`config.mk`:
```
export PLATFORM = sky130hd
export DESIGN_NAME = plpad_ctrl
export DESIGN_NICKNAME = d
export VERILOG_FILES = /design/src/rtl/core/plpad_pkg.sv /design/src/rtl/core/plpad_ctrl.sv
export SDC_FILE = /design/constraint.sdc
export NUM_CORES = 1
export LEC_CHECK = 0
export BUFFER_PORTS_ARGS = -buffer_cell sky130_fd_sc_hd__buf_2
export CAP_MARGIN = 20
export CORE_MARGIN = 2
export CORE_UTILIZATION = 37
export CTS_CLUSTER_SIZE = 30
export DETAILED_ROUTE_END_ITERATION = 10
export PLACE_DENSITY_LB_ADDON = 0.08
export SETUP_SLACK_MARGIN = 0.1
export SLEW_MARGIN = 0
export SYNTH_ARGS = -nofsm -noshare
export SYNTH_HDL_FRONTEND = slang
export SYNTH_SLANG_ARGS = --single-unit
```
`constraint.sdc`:
```
create_clock -name clock -period 1.8 [get_ports clock]
set_input_delay 0.09 -clock clock [delete_from_list [all_inputs] [get_ports clock]]
set_output_delay 0.09 -clock clock [all_outputs]
set_load 0.01 [all_outputs]
```
`src/rtl/core/plpad_pkg.sv`:
```
// ----------------------------------------------------------------------------
// plpad_pkg
// Types and constants shared by the polyline arc distance block.
// ----------------------------------------------------------------------------
package plpad_pkg;

   localparam int COORD_W    = 32;
   localparam int IDX_W      = 10;
   localparam int MAG_W      = 33;
   localparam int PROD_W     = 66;
   localparam int ACC_W      = 68;
   localparam int RAD_W      = 70;
   localparam int ROOT_W     = 35;
   localparam int SREM_W     = 38;
   localparam int DREM_W     = 36;
   localparam int RATIO_BITS = 28;
   localparam int POINT_W    = 3 * COORD_W;
   localparam int STEP_W     = 6;

   localparam logic [STEP_W-1:0] SQRT_LAST = STEP_W'(ROOT_W - 1);
   localparam logic [STEP_W-1:0] DIV_LAST  = STEP_W'(RATIO_BITS - 1);
   localparam logic [1:0]        AXIS_LAST = 2'd2;

   localparam logic CMD_LOAD  = 1'b0;
   localparam logic CMD_QUERY = 1'b1;

   typedef enum logic [3:0] {
      ST_IDLE,
      ST_START,
      ST_LAST,
      ST_SEG_A,
      ST_SEG_B,
      ST_SQ_MUL,
      ST_SQ_ACC,
      ST_ROOT_INIT,
      ST_ROOT,
      ST_CMP,
      ST_DIV,
      ST_IN_MUL,
      ST_IN_ADD,
      ST_PUB
   } state_type;

   typedef enum logic [1:0] {
      ADDR_I,
      ADDR_I1,
      ADDR_I2,
      ADDR_LAST
   } addr_sel_type;

   typedef struct packed {
      logic         load_we;
      logic         q_start;
      addr_sel_type addr_sel;
      logic         lat_a;
      logic         lat_b;
      logic         mul_sq;
      logic         acc_add;
      logic         sqrt_init;
      logic         sqrt_step;
      logic         advance;
      logic         div_init;
      logic         div_step;
      logic         mul_int;
      logic         int_apply;
      logic [1:0]   axis;
      logic         set_empty;
      logic         set_last;
      logic         set_start;
      logic         set_tail;
      logic         pub;
   } ctrl_type;

   typedef struct packed {
      logic count_zero;
      logic past_end;
      logic rem_lt_len;
      logic rem_le_zero;
      logic more_seg;
      logic out_busy;
   } stat_type;

endpackage

```
`src/rtl/core/plpad_ctrl.sv`:
```
// ----------------------------------------------------------------------------
// plpad_ctrl
// Sequencer for loads, the segment walk, square root, divide and interpolation.
// ----------------------------------------------------------------------------
module plpad_ctrl (
   input  logic               clock,
   input  logic               reset,
   input  logic               req_valid,
   input  logic               req_cmd,
   output logic               req_ready,
   input  plpad_pkg::stat_type stat,
   output plpad_pkg::ctrl_type ctrl
);

   plpad_pkg::state_type state_ff, state_in;
   logic [plpad_pkg::STEP_W-1:0] step_ff, step_in;
   logic [1:0] axis_ff, axis_in;

   always_ff @(posedge clock) begin
      if (reset) begin
         state_ff <= plpad_pkg::ST_IDLE;
         step_ff  <= '0;
         axis_ff  <= '0;
      end else begin
         state_ff <= state_in;
         step_ff  <= step_in;
         axis_ff  <= axis_in;
      end
   end

   // next state
   always_comb begin
      state_in = state_ff;
      step_in  = step_ff;
      axis_in  = axis_ff;
      unique case (state_ff)
         plpad_pkg::ST_IDLE: begin
            if (req_valid && req_cmd == plpad_pkg::CMD_QUERY) begin
               state_in = plpad_pkg::ST_START;
            end
         end
         plpad_pkg::ST_START: begin
            if (stat.count_zero) begin
               state_in = plpad_pkg::ST_PUB;
            end else if (stat.past_end) begin
               state_in = plpad_pkg::ST_LAST;
            end else begin
               state_in = plpad_pkg::ST_SEG_A;
            end
         end
         plpad_pkg::ST_LAST:  state_in = plpad_pkg::ST_PUB;
         plpad_pkg::ST_SEG_A: state_in = plpad_pkg::ST_SEG_B;
         plpad_pkg::ST_SEG_B: begin
            state_in = plpad_pkg::ST_SQ_MUL;
            axis_in  = '0;
         end
         plpad_pkg::ST_SQ_MUL: state_in = plpad_pkg::ST_SQ_ACC;
         plpad_pkg::ST_SQ_ACC: begin
            axis_in = axis_ff + 2'd1;
            if (axis_ff == plpad_pkg::AXIS_LAST) begin
               state_in = plpad_pkg::ST_ROOT_INIT;
            end else begin
               state_in = plpad_pkg::ST_SQ_MUL;
            end
         end
         plpad_pkg::ST_ROOT_INIT: begin
            state_in = plpad_pkg::ST_ROOT;
            step_in  = '0;
         end
         plpad_pkg::ST_ROOT: begin
            step_in = step_ff + 1'b1;
            if (step_ff == plpad_pkg::SQRT_LAST) begin
               state_in = plpad_pkg::ST_CMP;
            end
         end
         plpad_pkg::ST_CMP: begin
            if (stat.rem_lt_len) begin
               if (stat.rem_le_zero) begin
                  state_in = plpad_pkg::ST_PUB;
               end else begin
                  state_in = plpad_pkg::ST_DIV;
                  step_in  = '0;
               end
            end else if (stat.more_seg) begin
               state_in = plpad_pkg::ST_SEG_B;
            end else begin
               state_in = plpad_pkg::ST_PUB;
            end
         end
         plpad_pkg::ST_DIV: begin
            step_in = step_ff + 1'b1;
            if (step_ff == plpad_pkg::DIV_LAST) begin
               state_in = plpad_pkg::ST_IN_MUL;
               axis_in  = '0;
            end
         end
         plpad_pkg::ST_IN_MUL: state_in = plpad_pkg::ST_IN_ADD;
         plpad_pkg::ST_IN_ADD: begin
            axis_in = axis_ff + 2'd1;
            if (axis_ff == plpad_pkg::AXIS_LAST) begin
               state_in = plpad_pkg::ST_PUB;
            end else begin
               state_in = plpad_pkg::ST_IN_MUL;
            end
         end
         plpad_pkg::ST_PUB: begin
            if (!stat.out_busy) begin
               state_in = plpad_pkg::ST_IDLE;
            end
         end
         default: state_in = plpad_pkg::ST_IDLE;
      endcase
   end

   // outputs
   always_comb begin
      ctrl      = '0;
      ctrl.axis = axis_ff;
      ctrl.addr_sel = plpad_pkg::ADDR_I;
      req_ready = 1'b0;
      unique case (state_ff)
         plpad_pkg::ST_IDLE: begin
            req_ready    = 1'b1;
            ctrl.load_we = req_valid && req_cmd == plpad_pkg::CMD_LOAD;
            ctrl.q_start = req_valid && req_cmd == plpad_pkg::CMD_QUERY;
         end
         plpad_pkg::ST_START: begin
            ctrl.set_empty = stat.count_zero;
            ctrl.addr_sel  = stat.past_end ? plpad_pkg::ADDR_LAST : plpad_pkg::ADDR_I;
         end
         plpad_pkg::ST_LAST: ctrl.set_last = 1'b1;
         plpad_pkg::ST_SEG_A: begin
            ctrl.lat_a    = 1'b1;
            ctrl.addr_sel = plpad_pkg::ADDR_I1;
         end
         plpad_pkg::ST_SEG_B:     ctrl.lat_b     = 1'b1;
         plpad_pkg::ST_SQ_MUL:    ctrl.mul_sq    = 1'b1;
         plpad_pkg::ST_SQ_ACC:    ctrl.acc_add   = 1'b1;
         plpad_pkg::ST_ROOT_INIT: ctrl.sqrt_init = 1'b1;
         plpad_pkg::ST_ROOT:      ctrl.sqrt_step = 1'b1;
         plpad_pkg::ST_CMP: begin
            ctrl.addr_sel = plpad_pkg::ADDR_I2;
            if (stat.rem_lt_len) begin
               ctrl.set_start = stat.rem_le_zero;
               ctrl.div_init  = !stat.rem_le_zero;
            end else begin
               ctrl.advance  = 1'b1;
               ctrl.set_tail = !stat.more_seg;
            end
         end
         plpad_pkg::ST_DIV:    ctrl.div_step  = 1'b1;
         plpad_pkg::ST_IN_MUL: ctrl.mul_int   = 1'b1;
         plpad_pkg::ST_IN_ADD: ctrl.int_apply = 1'b1;
         plpad_pkg::ST_PUB:    ctrl.pub       = !stat.out_busy;
         default: ;
      endcase
   end

endmodule

```
==> results of run 1 <==
==> layer usage <==
layer / vias to the layer above / GRT usage, % / routed length (um)
met3: 4 / 2.07 / 164
li1: 591 / - / -
met5: - / 0 / 0
met4: 0 / 5.32 / 23
met1: 538 / 23.0 / 1220
met2: 36 / 31.9 / 1430
==> registers in the layout (all words and copies together), names as in the netlist <==
name / cells
step_ff: 6
state_ff: 4
axis_ff: 2
==> critical path, delay by kind of cell (launching register included) <==
kind / cells / cell delay, ns
simple gates: 2 / 0.54
flops: 1 / 0.36
buf+inv: 3 / 0.37
==> logic make-up (layout without fill, tap and decap cells) <==
| family | count (synthesis) | after routing |
|---|---|---|
| fa+ha+maj | 3 | 3 |
| simple gates | 77 | 77 |
| flops | 12 | 12 |
| compound gates | 30 | 30 |
| buf+inv | 15 | 57 |
| xor+xnor | 6 | 6 |
==> how the worst max path moves through the flow <==
stage | startpoint | to | slack (ns) | cells past startpoint
after floorplan | state_ff[1]$_SDFFE_PP0P_ | state_ff[0]$_SDFFE_PP0P_ | 0.32 | 5
after global placement | state_ff[3]$_SDFFE_PP0P_ | state_ff[0]$_SDFFE_PP0P_ | 0.20 | 5
after detailed placement | state_ff[1]$_SDFFE_PP0P_ | state_ff[0]$_SDFFE_PP0P_ | 0.17 | 5
after CTS | state_ff[1]$_SDFFE_PP0P_ | ctrl[20] | 0.13 | 5
after global routing | state_ff[1]$_SDFFE_PP0P_ | ctrl[20] | 0.09 | 5
final | state_ff[1]$_SDFFE_PP0P_ | ctrl[20] | 0.17 | 5
==> layout make-up <==
class	count	area, um2
Timing Repair Buffer	49	308
Sequential cell	12	245
Tap cell	31	38.8
Fill cell	277	1360
Inverter	5	18.8
Multi-Input combinational cell	116	717
Clock buffer	3	22.5
==> per-stage QoR <==
stage | setup slack, ns | area [um2] | std cells | hold WS (ns) | power, mW
after global placement | 0.202 | 1280 | 209 | 0.407 | 1.55
final | 0.165 | 1350 | 216 | 0.103 | 1.80
after floorplan | 0.324 | 1030 | 143 | 0.228 | 1.18
after global routing | 0.0947 | 1350 | 216 | 0.113 | 1.96
after CTS | 0.134 | 1300 | 212 | 0.121 | 1.73
after detailed placement | 0.172 | 1280 | 209 | 0.411 | 1.56
==> power groups by stage <==
stage	Clock [mW]	Combinational, mW	Sequential, mW
after floorplan	0	0.796	0.387
after detailed placement	0	1.16	0.405
after CTS	0.172	1.16	0.399
after global placement	0	1.14	0.405
after global routing	0.185	1.36	0.414
final	0.164	1.24	0.400
==> repair_timing <==
action                                  in CTS  in global routing
buffers inserted                             0                  4
endpoints found under the setup margin       0                 11
gates resized for setup                      0                  6
hold buffers                                 0                  0
endpoints found under the hold margin        0                  0
==> synthesized netlist by cell type, types with 2 or more instances <==
master	count
sky130_fd_sc_hd__ha_1	3
sky130_fd_sc_hd__and3_1	2
sky130_fd_sc_hd__dfxtp_1	12
sky130_fd_sc_hd__buf_4	2
sky130_fd_sc_hd__clkbuf_1	2
sky130_fd_sc_hd__o32ai_1	2
sky130_fd_sc_hd__nand2b_1	8
sky130_fd_sc_hd__buf_2	3
sky130_fd_sc_hd__inv_1	5
sky130_fd_sc_hd__or3_1	2
sky130_fd_sc_hd__nand3_1	2
sky130_fd_sc_hd__xor2_1	5
sky130_fd_sc_hd__a21oi_1	10
sky130_fd_sc_hd__o2111ai_1	2
sky130_fd_sc_hd__buf_6	2
sky130_fd_sc_hd__nor2_1	27
sky130_fd_sc_hd__nand2_1	15
sky130_fd_sc_hd__o21ai_0	5
sky130_fd_sc_hd__nand3b_1	2
sky130_fd_sc_hd__nor3_1	7
sky130_fd_sc_hd__o22ai_1	2
==> impl.org, run 1 <==
** Global routing
- The number of global-route vias before repair came to 1053.
- Entering global routing, the biggest net connects 24 pins.
- Overflow left after global routing :: 0
- Global-route wire length before repair :: 4690 um
- Initial antenna violation count :: 0
- Total global routing track utilization :: 18.1%

** Synthesis
- Ranked by total cell area, the synthesized netlist is headed by sky130_fd_sc_hd__dfxtp_1, sky130_fd_sc_hd__nor2_1, sky130_fd_sc_hd__nand2_1.
- Post-synthesis area per instance :: 7.23 um2
- Counting flops with an async set or reset pin after synthesis yields a share of 0%.
- The number of nets handed over by synthesis was 156.
- Gate Count Post-Synth :: 143
- By area, the combinational part of the netlist is dominated by simple AND/OR/NAND/NOR gates.
- Fraction of the yosys area taken by sequential cells :: 23.2%
- Mux share of post-synthesis cell area :: 0%
- Yosys mapped a number of flops with a built-in enable equal to 0.
- Post-synth design cell area :: 0.00103 mm2
- Among all flip-flop cells after synthesis, the most frequent one is sky130_fd_sc_hd__dfxtp_1.
- Summing the areas of all compound-gate instances in the mapped netlist gives 20.5% of the synthesized area.
- Summed over its instances, the top area cell type makes up 23.2% of the synthesized netlist area.
- In this run, distinct cell masters in the synthesized netlist total 44.
- The synthesized netlist devotes 3.63% of its cell area to adder and majority cells.
- After Yosys synthesis, XOR and XNOR cells account for 5.08% of the synthesized area.
- Summed over all instances, the cell type with the most area after synthesis is sky130_fd_sc_hd__dfxtp_1.
- In this run, synthesis produced a sequential element count of 12.
- Of the total synthesized cell area, the portion taken by AND, OR, NAND and NOR gates is 39.6%.
- Total of warnings raised by yosys :: 0

** Routing
- Using the TritonRoute via totals, the vias-per-cell ratio works out to 5.41.
- Routed wire length :: 2840 um
- DR DRC count :: 0
- The detail route stage leaves a number of antenna-violating nets equal to 0.
- For this block, the via count after detailed routing is 1169.
- The pre-antenna-repair detailed-routing pass consisted of 4 iterations.
- The first routing iteration left 68 violations.
- In the final routed layout, each cell accounts on average for 13.1 um.

** Timing
- Worst rel slew slack :: 78.5%
- Final critical-path required period :: 1.63 ns
- Fmax :: 0.612 GHz
- Pins Over Slew Limit :: 0
- Setup repair after global routing left no endpoint under its margin.
- At the pin with the least slew margin, the transition time is 0.320 ns.
- The total count of hold-check failures in the final report was 0.
- Total Negative Setup Slacks :: 0 ns
- Setup violations remaining at the end of the flow were counted as 0.
- Dividing the final minimum period by the clock period gives 90.8%.
- Between clock sinks in the finished design, the worst skew comes to 0.00362 ns.

** Final layout
- The area growth from synthesis to layout is 30.6%.
- Leaving out fill and tap cells, the most frequent cells in the layout are sky130_fd_sc_hd__buf_2, sky130_fd_sc_hd__nor2_1, sky130_fd_sc_hd__nand2_1, sky130_fd_sc_hd__buf_4.
- Final-stage net count :: 200
- 0 antenna diodes ended up in the layout.
- Leaving out fill and tap cells, the most frequent cell in the layout is sky130_fd_sc_hd__buf_2.
- Once layout is complete, the utilization of the core stands at 49.8%.
- Fraction of final layout cells with drive strength greater than 1 :: 34.1%

** Die
- Count of pins on the block boundary :: 33
- Full die area :: 0.00323 mm2
- Chip Height :: 56.9 um
- Die X-Extent :: 56.9 um
- After floorplanning, the core was divided into 19 placement rows.
- Area of the core :: 0.00271 mm2
- Effective utilization at floorplan :: 38.1%

** Critical path
- At the worst endpoint, the arrival time is 1.54 ns.
- In this design, the critical path's most frequently occurring cell is sky130_fd_sc_hd__buf_6.
- The startpoint identified for the worst register-to-register timing path is state_ff[1]$_SDFFE_PP0P_.
- Data on the critical path is required at its endpoint by 1.71 ns.
- End of the worst register-to-register path :: state_ff[0]$_SDFFE_PP0P_
- R2r worst-path depth :: 7
- R2r setup slk :: 0.20 ns
- Slowest cell on the critical path :: sky130_fd_sc_hd__dfxtp_4
- Traced cell by cell, the critical path runs through buf_6 > buf_6 > nor4_4 > and3_1 > buf_2.
- Worst-path maximum fanout :: 6
- Startpoint types :: register
- The largest single stage delay on the critical path is 0.36 ns.
- Category of the most critical setup path :: register to primary output
- The worst setup path is captured at a primary output.

** Clock network
- Maximum number of buffers from clock root to sink :: 2
- The clock drives 12 sinks.
- Clock buffer count from CTS :: 3
- Clock edge transition at the registers on the reported setup and hold paths :: 0.07 ns
- Clock insertion delay at the later pin of the skew report :: 0.27 ns
- Clock tree from TritonCTS :: done
- Number of H-tree levels :: 1
- Cell at the root of the clock tree :: sky130_fd_sc_hd__clkbuf_4

** Min path
- Launch instance of the worst min-delay path :: reset
- Hold path cells :: 2
- Hold WC Path Type :: input port to register
- The worst hold path terminates at state_ff[3]$_SDFFE_PP0P_.

** Power and ir drop
- Static leakage power :: 0.614 nW
- Worst vdd rail ir drop :: 0.00108 V
- In this run the power density over the cells is 1330 mW/mm2.
- Per report_power, the sequential group accounts for 22.2% of the total.
- Combinational logic burns 68.7% of the power.
- In this run switching power makes up 44.8% of total power.
- Per report_power, the clock group accounts for 9.1% of the total.
- Cell internal power was estimated by the tool at 994 uW.
- Reported net switching power :: 807 uW

** Flow run
- Max-cap violations in this run came to 0.

** Place
- In this run the tool buffered the top-level ports with 32 buffer cells.
- At the end of routability-driven placement, the weighted congestion stood at 0.878.
- Placed wire-length estimate :: 2230 um

** Run status
- Result of the run :: finished clean
No activity file was read; power rests on OpenSTA's default activity.
==> inputs of run 2 (changes only) <==
CORE_UTILIZATION = 50   (was 37)
==> impl.org, run 2 (synthesis gave the netlist of run 1 again) <==
** Die
- The die is 49.5 um wide.
- Number of placement rows :: 16
- For this configuration, the core starts out at a cell density of 52.7%.
- Area of the core :: 0.00196 mm2
- Pin placement for this block handled 33 I/O pins.
- Chip Height :: 49.5 um
- Full die area :: 0.00245 mm2

** Critical path
- The worst setup path is launched from a register.
- Of all nets on the critical path, the largest fanout is 9.
- Launch instance of the worst register-to-register path :: state_ff[1]$_SDFFE_PP0P_
- Data arrival time of the critical path :: 1.75 ns
- R2r setup slk :: 0.21 ns
- R2r worst-path depth :: 6
- Category of the most critical setup path :: register to register
- Endpoint type of the worst setup path :: register
- Required time at the endpoint of the critical path :: 1.96 ns
- End of the worst register-to-register path :: step_ff[4]$_SDFFE_PP0P_

** Routing
- In this run the remaining antenna-violating nets after routing total 0.
- Before antenna repair, the detailed router went through 5 iterations.
- DR DRC count :: 0
- Dividing the detail-routed wire length by the instance count gives 13.6 um.
- Routed wire length :: 2830 um
- Total number of vias :: 1168
- Dividing the detail-routed via count by the number of cells gives 5.64.
- Number of DRC markers in iteration 0 :: 35

** Final layout
- Register with the most flip-flops :: step_ff
- The library cell used most frequently in the layout, excluding fill and tap cells, is sky130_fd_sc_hd__buf_2.
- For this run, the post-layout net count is 195.
- Count of inserted antenna diode cells :: 0
- In the layout the commonest cells are sky130_fd_sc_hd__buf_2, sky130_fd_sc_hd__nor2_1, sky130_fd_sc_hd__nand2_1, sky130_fd_sc_hd__buf_4.
- Largest regs :: step_ff x6, state_ff x4, axis_ff x2
- Non-filler cells, final :: 207
- Counting the fill cells in the layout gives 200.
- Finished layout cell area :: 0.00131 mm2
- The register with the most flip-flops in the layout has 6 of them.
- Footprint of the flip-flops and latches :: 244 um2
- Area added between synthesis and finish :: 26.4%
- In the final layout, the multi-input gates occupy 726 um2.
- The post-route netlist has 33.3% of its cells at a drive strength greater than 1.

** Min path
- End point of the most critical hold path :: state_ff[1]$_SDFFE_PP0P_
- The worst hold path passes through 2 cells.
- The path class of the tightest hold or removal check is input port to register.
- The worst hold path begins at reset.

** Global routing
- After global routing the overflow that remains totals 0.
- The first global-routing pass estimated 4910 um of wire.
- The number of global-route vias before repair was 1043.
- Entering global routing, the biggest net connects 21 pins.
- Initial antenna violation count :: 0
- Total global routing track utilization :: 25.8%

** Power and ir drop
- Part of the total power dissipated in combinational logic :: 68.1%
- PD cells :: 1320 mW/mm2
- The design draws 1.73 mW.
- For this design the static power due to leakage is 0.584 nW.
- Net switching share of the total power :: 46.8%
- Proportion of power drawn by flip-flops and latches :: 22.6%
- Summed over all nets, the switching power comes to 807 uW.
- Internal portion of total power :: 918 uW
- Worst vdd rail ir drop :: 0.000836 V
- Per report_power, the clock group accounts for 9.3% of the total.

** Run status
- The run finished with clean final reports.

** Timing
- Static timing analysis puts the maximum clock frequency at 0.627 GHz.
- Number of hold violations in the final report :: 0
- Final critical-path required period :: 1.59 ns
- Setup repair after global routing could not meet its margin everywhere.
- After routing, the total negative slack on setup checks comes to 0 ns.
- Pins Over Slew Limit :: 0
- For the pin with the worst max-slew slack, the measured transition is 0.384 ns.
- The final critical path takes up 88.6% of the cycle.
- For the final database, setup skew stands at 0.00256 ns.
- Worst rel slew slack :: 74.2%
- Number of failing setup endpoints in the final timing report :: 0

** Clock network
- Clock buffer count from CTS :: 3
- Clock tree from TritonCTS :: done
- Clock insertion delay at the later pin of the skew report :: 0.27 ns
- Clock edge transition at the registers on the reported setup and hold paths :: 0.07 ns
- Number of hold-repair buffers added at the cts stage :: 0
- Cell at the root of the clock tree :: sky130_fd_sc_hd__clkbuf_4
- Clock net sink count :: 12
- In this run the number of H-tree levels came out at 1.
- Maximum number of buffers from clock root to sink :: 2

** Place
- Summed over all nets, the half-perimeter wirelength after detailed placement is 2190 um.
- Total placed cells including tap cells :: 201
- Placer congestion estimate :: 0.953
- Area post-placement :: 0.00123 mm2
- Number of I/O port buffers :: 32

** Flow run
- Max-cap violations :: 0
run 2: routing by layer:
metal  vias to the layer above  part of all wire [%]  global-route usage, %
met5                         -                     0                      0
met4                         0                   1.5                   6.94
met3                         6                   8.5                   3.94
met2                        59                    48                   44.6
met1                       528                    41                   33.3
li1                        575                     -                      -
run 2: worst max path at each step:
stage / from / end / slack, ns / depth (start not counted)
after global routing: step_ff[1]$_SDFFE_PP0P_ / axis_ff[0]$_SDFFE_PP0P_ / 0.10 / 5
after global placement: state_ff[1]$_SDFFE_PP0P_ / step_ff[4]$_SDFFE_PP0P_ / 0.24 / 6
final: state_ff[1]$_SDFFE_PP0P_ / step_ff[4]$_SDFFE_PP0P_ / 0.21 / 6
after detailed placement: state_ff[1]$_SDFFE_PP0P_ / step_ff[4]$_SDFFE_PP0P_ / 0.19 / 6
after CTS: state_ff[1]$_SDFFE_PP0P_ / step_ff[4]$_SDFFE_PP0P_ / 0.17 / 6
after floorplan: state_ff[1]$_SDFFE_PP0P_ / state_ff[0]$_SDFFE_PP0P_ / 0.32 / 5
run 2: power by group through the flow:
stage / sequential, mW / clock, mW / combinational, mW
floorplan: 0.387 / 0 / 0.796
global placement: 0.382 / 0 / 1.11
detailed placement: 0.387 / 0 / 1.11
CTS: 0.380 / 0.172 / 1.12
global route: 0.399 / 0.186 / 1.30
finish: 0.390 / 0.161 / 1.17
run 2: critical path: stages (launching register included):
cell and delay [ns]:
sky130_fd_sc_hd__dfxtp_2 0.33, sky130_fd_sc_hd__buf_8 0.13, sky130_fd_sc_hd__or3b_4 0.40, sky130_fd_sc_hd__a21oi_4 0.20, sky130_fd_sc_hd__o2111ai_2 0.16, sky130_fd_sc_hd__xor2_1 0.20, sky130_fd_sc_hd__nor2_1 0.07
run 2: final cells by class:
class,count,share of cell area (%)
Multi-Input combinational cell,116,55.6
Timing Repair Buffer,44,20.0
Sequential cell,12,18.7
Tap cell,27,2.59
Clock buffer,3,1.72
Inverter,5,1.44
run 2: repair_timing:
item                       in CTS  in global routing
resized for setup               0                  9
setup buffers                   0                  3
setup endpoints to repair       0                  5
run 2: through the flow:
stage	util (%)	hold WS (ns)	setup slack (ns)
after floorplan	-	0.228	0.324
after global placement	62.8	0.385	0.241
after detailed placement	62.8	0.393	0.193
after CTS	63.9	0.103	0.170
after global routing	66.6	0.113	0.100
final	66.6	0.100	0.206
==> inputs of run 3 (changes only) <==
CELL_PAD_IN_SITES_DETAIL_PLACEMENT = 1   (was not set)
CELL_PAD_IN_SITES_GLOBAL_PLACEMENT = 2   (was not set)
CORE_UTILIZATION = 27   (was 50)
PLACE_DENSITY_LB_ADDON = 0.1   (was 0.08)
==> impl.org, run 3 (synthesis gave the netlist of run 1 again) <==
** Run status
- The flow ran to the end, and the final reports show no timing, DRC or antenna violations.

** Clock network
- After clock tree synthesis, the clock-pin slew on the worst setup and hold paths is 0.06 ns.
- Number of H-tree levels :: 1
- Clock insertion delay at the later pin of the skew report :: 0.24 ns
- TritonCTS built the clock tree.
- Clock buffer count from CTS :: 3
- Maximum number of buffers from clock root to sink :: 2
- Cell at the root of the clock tree :: sky130_fd_sc_hd__clkbuf_8
- The tree built by TritonCTS fans out to 12 sinks.
- Number of hold-repair buffers added at the cts stage :: 0

** Critical path
- In this run the worst path has a maximum fanout of 8.
- Launch instance of the worst register-to-register path :: state_ff[1]$_SDFFE_PP0P_
- Counting cells, the worst reg-to-reg path comes to 6.
- For the worst setup path, the data arrival time is 1.76 ns.
- Endpoint type of the worst setup path :: register
- End of the worst register-to-register path :: step_ff[3]$_SDFFE_PP0P_
- By startpoint and endpoint, the worst setup path is classified as register to register.
- Startpoint types :: register
- Required time at the endpoint of the critical path :: 1.93 ns
- The worst register-to-register path has a setup slack of 0.16 ns.

** Global routing
- Global routing used 16.6% of the available tracks.
- Global routing finished with a remaining overflow of 0.
- Entering global routing, the biggest net connects 17 pins.
- Initial antenna violation count :: 0
- Global-route wire length before repair :: 5510 um
- Vias in the first global route :: 1192

** Timing
- Number of hold violations in the final report :: 0
- Clock skew on the completed layout was measured at 0.00596 ns.
- At the pin with the least slew margin, the transition time is 0.324 ns.
- Setup repair after global routing could not meet its margin everywhere.
- The count of final max-slew check failures came to 0.
- Worst rel slew slack :: 78.4%
- Ratio of final minimum period to clock period :: 90.9%
- After routing, the total negative slack on setup checks comes to 0 ns.
- For this run, the top clock speed supported by timing is 0.611 GHz.
- Minimum setup slack in the final design :: 0.165 ns
- Counting I/O delays and the setup requirement, the final critical path takes 1.64 ns.
- Post-route worst hold slack :: 0.126 ns
- Setup violations remaining at the end of the flow were counted as 0.

** Min path
- Hold path cells :: 2
- The worst hold path belongs to the class input port to register.
- Launch instance of the worst min-delay path :: reset
- End point of the most critical hold path :: state_ff[1]$_SDFFE_PP0P_

** Final layout
- The register with the most flip-flops in the layout has 6 of them.
- The repair_antennas step left the layout with diodes totalling 0.
- step_ff holds more flip-flops than any other register.
- Largest regs :: step_ff x6, state_ff x4, axis_ff x2
- Commonest non-fill, non-tap cell in the layout :: sky130_fd_sc_hd__buf_2
- The final layout contains 199 nets.
- The library cells used most frequently in the layout, excluding fill and tap cells, are sky130_fd_sc_hd__buf_2, sky130_fd_sc_hd__nor2_1, sky130_fd_sc_hd__buf_4, sky130_fd_sc_hd__nand2_1, sky130_fd_sc_hd__a21oi_1.
- In the final layout, the share of cells above drive strength 1 is 36.2%.
- Area added between synthesis and finish :: 34.1%

** Die
- Chip Height :: 65.9 um
- Row generation in the floorplan step produced 22 rows.
- During I/O placement, the number of pins put on the boundary was 33.
- Effective utilization at floorplan :: 28.2%
- The die covers 0.00434 mm2.
- Die X-Extent :: 65.9 um
- Area of the core :: 0.00366 mm2

** Routing
- Routed wire length :: 3400 um
- After detailed routing, the number of remaining DRC violations is 0.
- For this block, the via count after detailed routing is 1170.
- Routed len/inst :: 14.6 um
- In the routed layout, each cell is associated on average with a via count of 5.02.
- Count of nets left with antenna violations after detail routing :: 0
- DRT Pass-1 Iters :: 4
- Number of DRC markers in iteration 0 :: 41

** Flow run
- Across the run, the number of max-cap violations was 0.

** Place
- Post-placement setup slack :: 0.124 ns
- At the end of routability-driven placement, the weighted congestion stood at 0.851.
- Port buffering added 32 buffers.
- Placed wire-length estimate :: 2710 um

** Power and ir drop
- PD cells :: 1400 mW/mm2
- VDD sags by at most 0.000534 V.
- Part of the total power dissipated in combinational logic :: 63.8%
- Clock Power Share :: 15.6%
- Reported net switching power :: 855 uW
- In this run switching power makes up 44.1% of total power.
- The internal power of the cells totals 1.08 mW.
- In this run the static leakage power is 0.617 nW.
- Per report_power, the sequential group accounts for 20.6% of the total.
==> run 3: cell types whose count changed in the layout (fill, tap and decap cells not counted), sizes merged <==
cell / delta
buf: +4
clkbuf: +1
==> run 3: critical path: stages (launching register included) <==
cell and delay (ns):
sky130_fd_sc_hd__dfxtp_2 0.36, sky130_fd_sc_hd__buf_4 0.16, sky130_fd_sc_hd__or3b_4 0.41, sky130_fd_sc_hd__a21oi_4 0.20
sky130_fd_sc_hd__o2111ai_1 0.15, sky130_fd_sc_hd__xor2_1 0.17, sky130_fd_sc_hd__nor2_1 0.06
==> run 3: how the worst max path moves through the flow <==
stage	startpoint	to	cells after the start
2_1_floorplan	state_ff[1]$_SDFFE_PP0P_	state_ff[0]$_SDFFE_PP0P_	5
3_3_place_gp	state_ff[1]$_SDFFE_PP0P_	step_ff[4]$_SDFFE_PP0P_	6
3_5_place_dp	state_ff[1]$_SDFFE_PP0P_	step_ff[3]$_SDFFE_PP0P_	6
4_1_cts	state_ff[1]$_SDFFE_PP0P_	step_ff[3]$_SDFFE_PP0P_	6
5_1_grt	state_ff[1]$_SDFFE_PP0P_	step_ff[3]$_SDFFE_PP0P_	6
6_report	state_ff[1]$_SDFFE_PP0P_	step_ff[3]$_SDFFE_PP0P_	6
==> run 3: per-stage QoR <==
stage                     power, mW  cells  area, um2  utilization (%)
final                          1.94    233       1390             37.9
after global routing           2.12    233       1390             37.9
after CTS                      1.91    232       1360             37.1
after detailed placement       1.59    228       1300             35.6
after global placement         1.58    228       1300             35.6
after floorplan                1.18    143       1030                -
==> run 3: per-layer routing <==
layer | vias up | wire, um | global-route usage (%)
li1 | 584 | - | -
met1 | 560 | 1520 | 19.7
met2 | 22 | 1730 | 29.8
met3 | 4 | 114 | 2.21
met4 | 0 | 43 | 6.77
met5 | - | 0 | 0
==> run 3: power by group through the flow <==
stage	logic [mW]	clock network [mW]	registers [mW]
2_1_floorplan	0.796	0	0.387
3_3_place_gp	1.19	0	0.392
3_5_place_dp	1.20	0	0.396
4_1_cts	1.21	0.310	0.391
5_1_grt	1.38	0.330	0.410
6_report	1.24	0.302	0.400
==> run 3: layout make-up <==
type	instances	area, um2
clock buffers	4	55.1
fillers	461	2270
inverters	5	18.8
multi-input cells	116	727
flip-flops and latches	12	245
well taps	48	60.1
repair buffers	48	280
==> run 3: what timing repair did <==
action / in CTS / in global routing
endpoints found under the setup margin: 0 / 12
resized for setup: 0 / 8
buffers inserted: 0 / 1
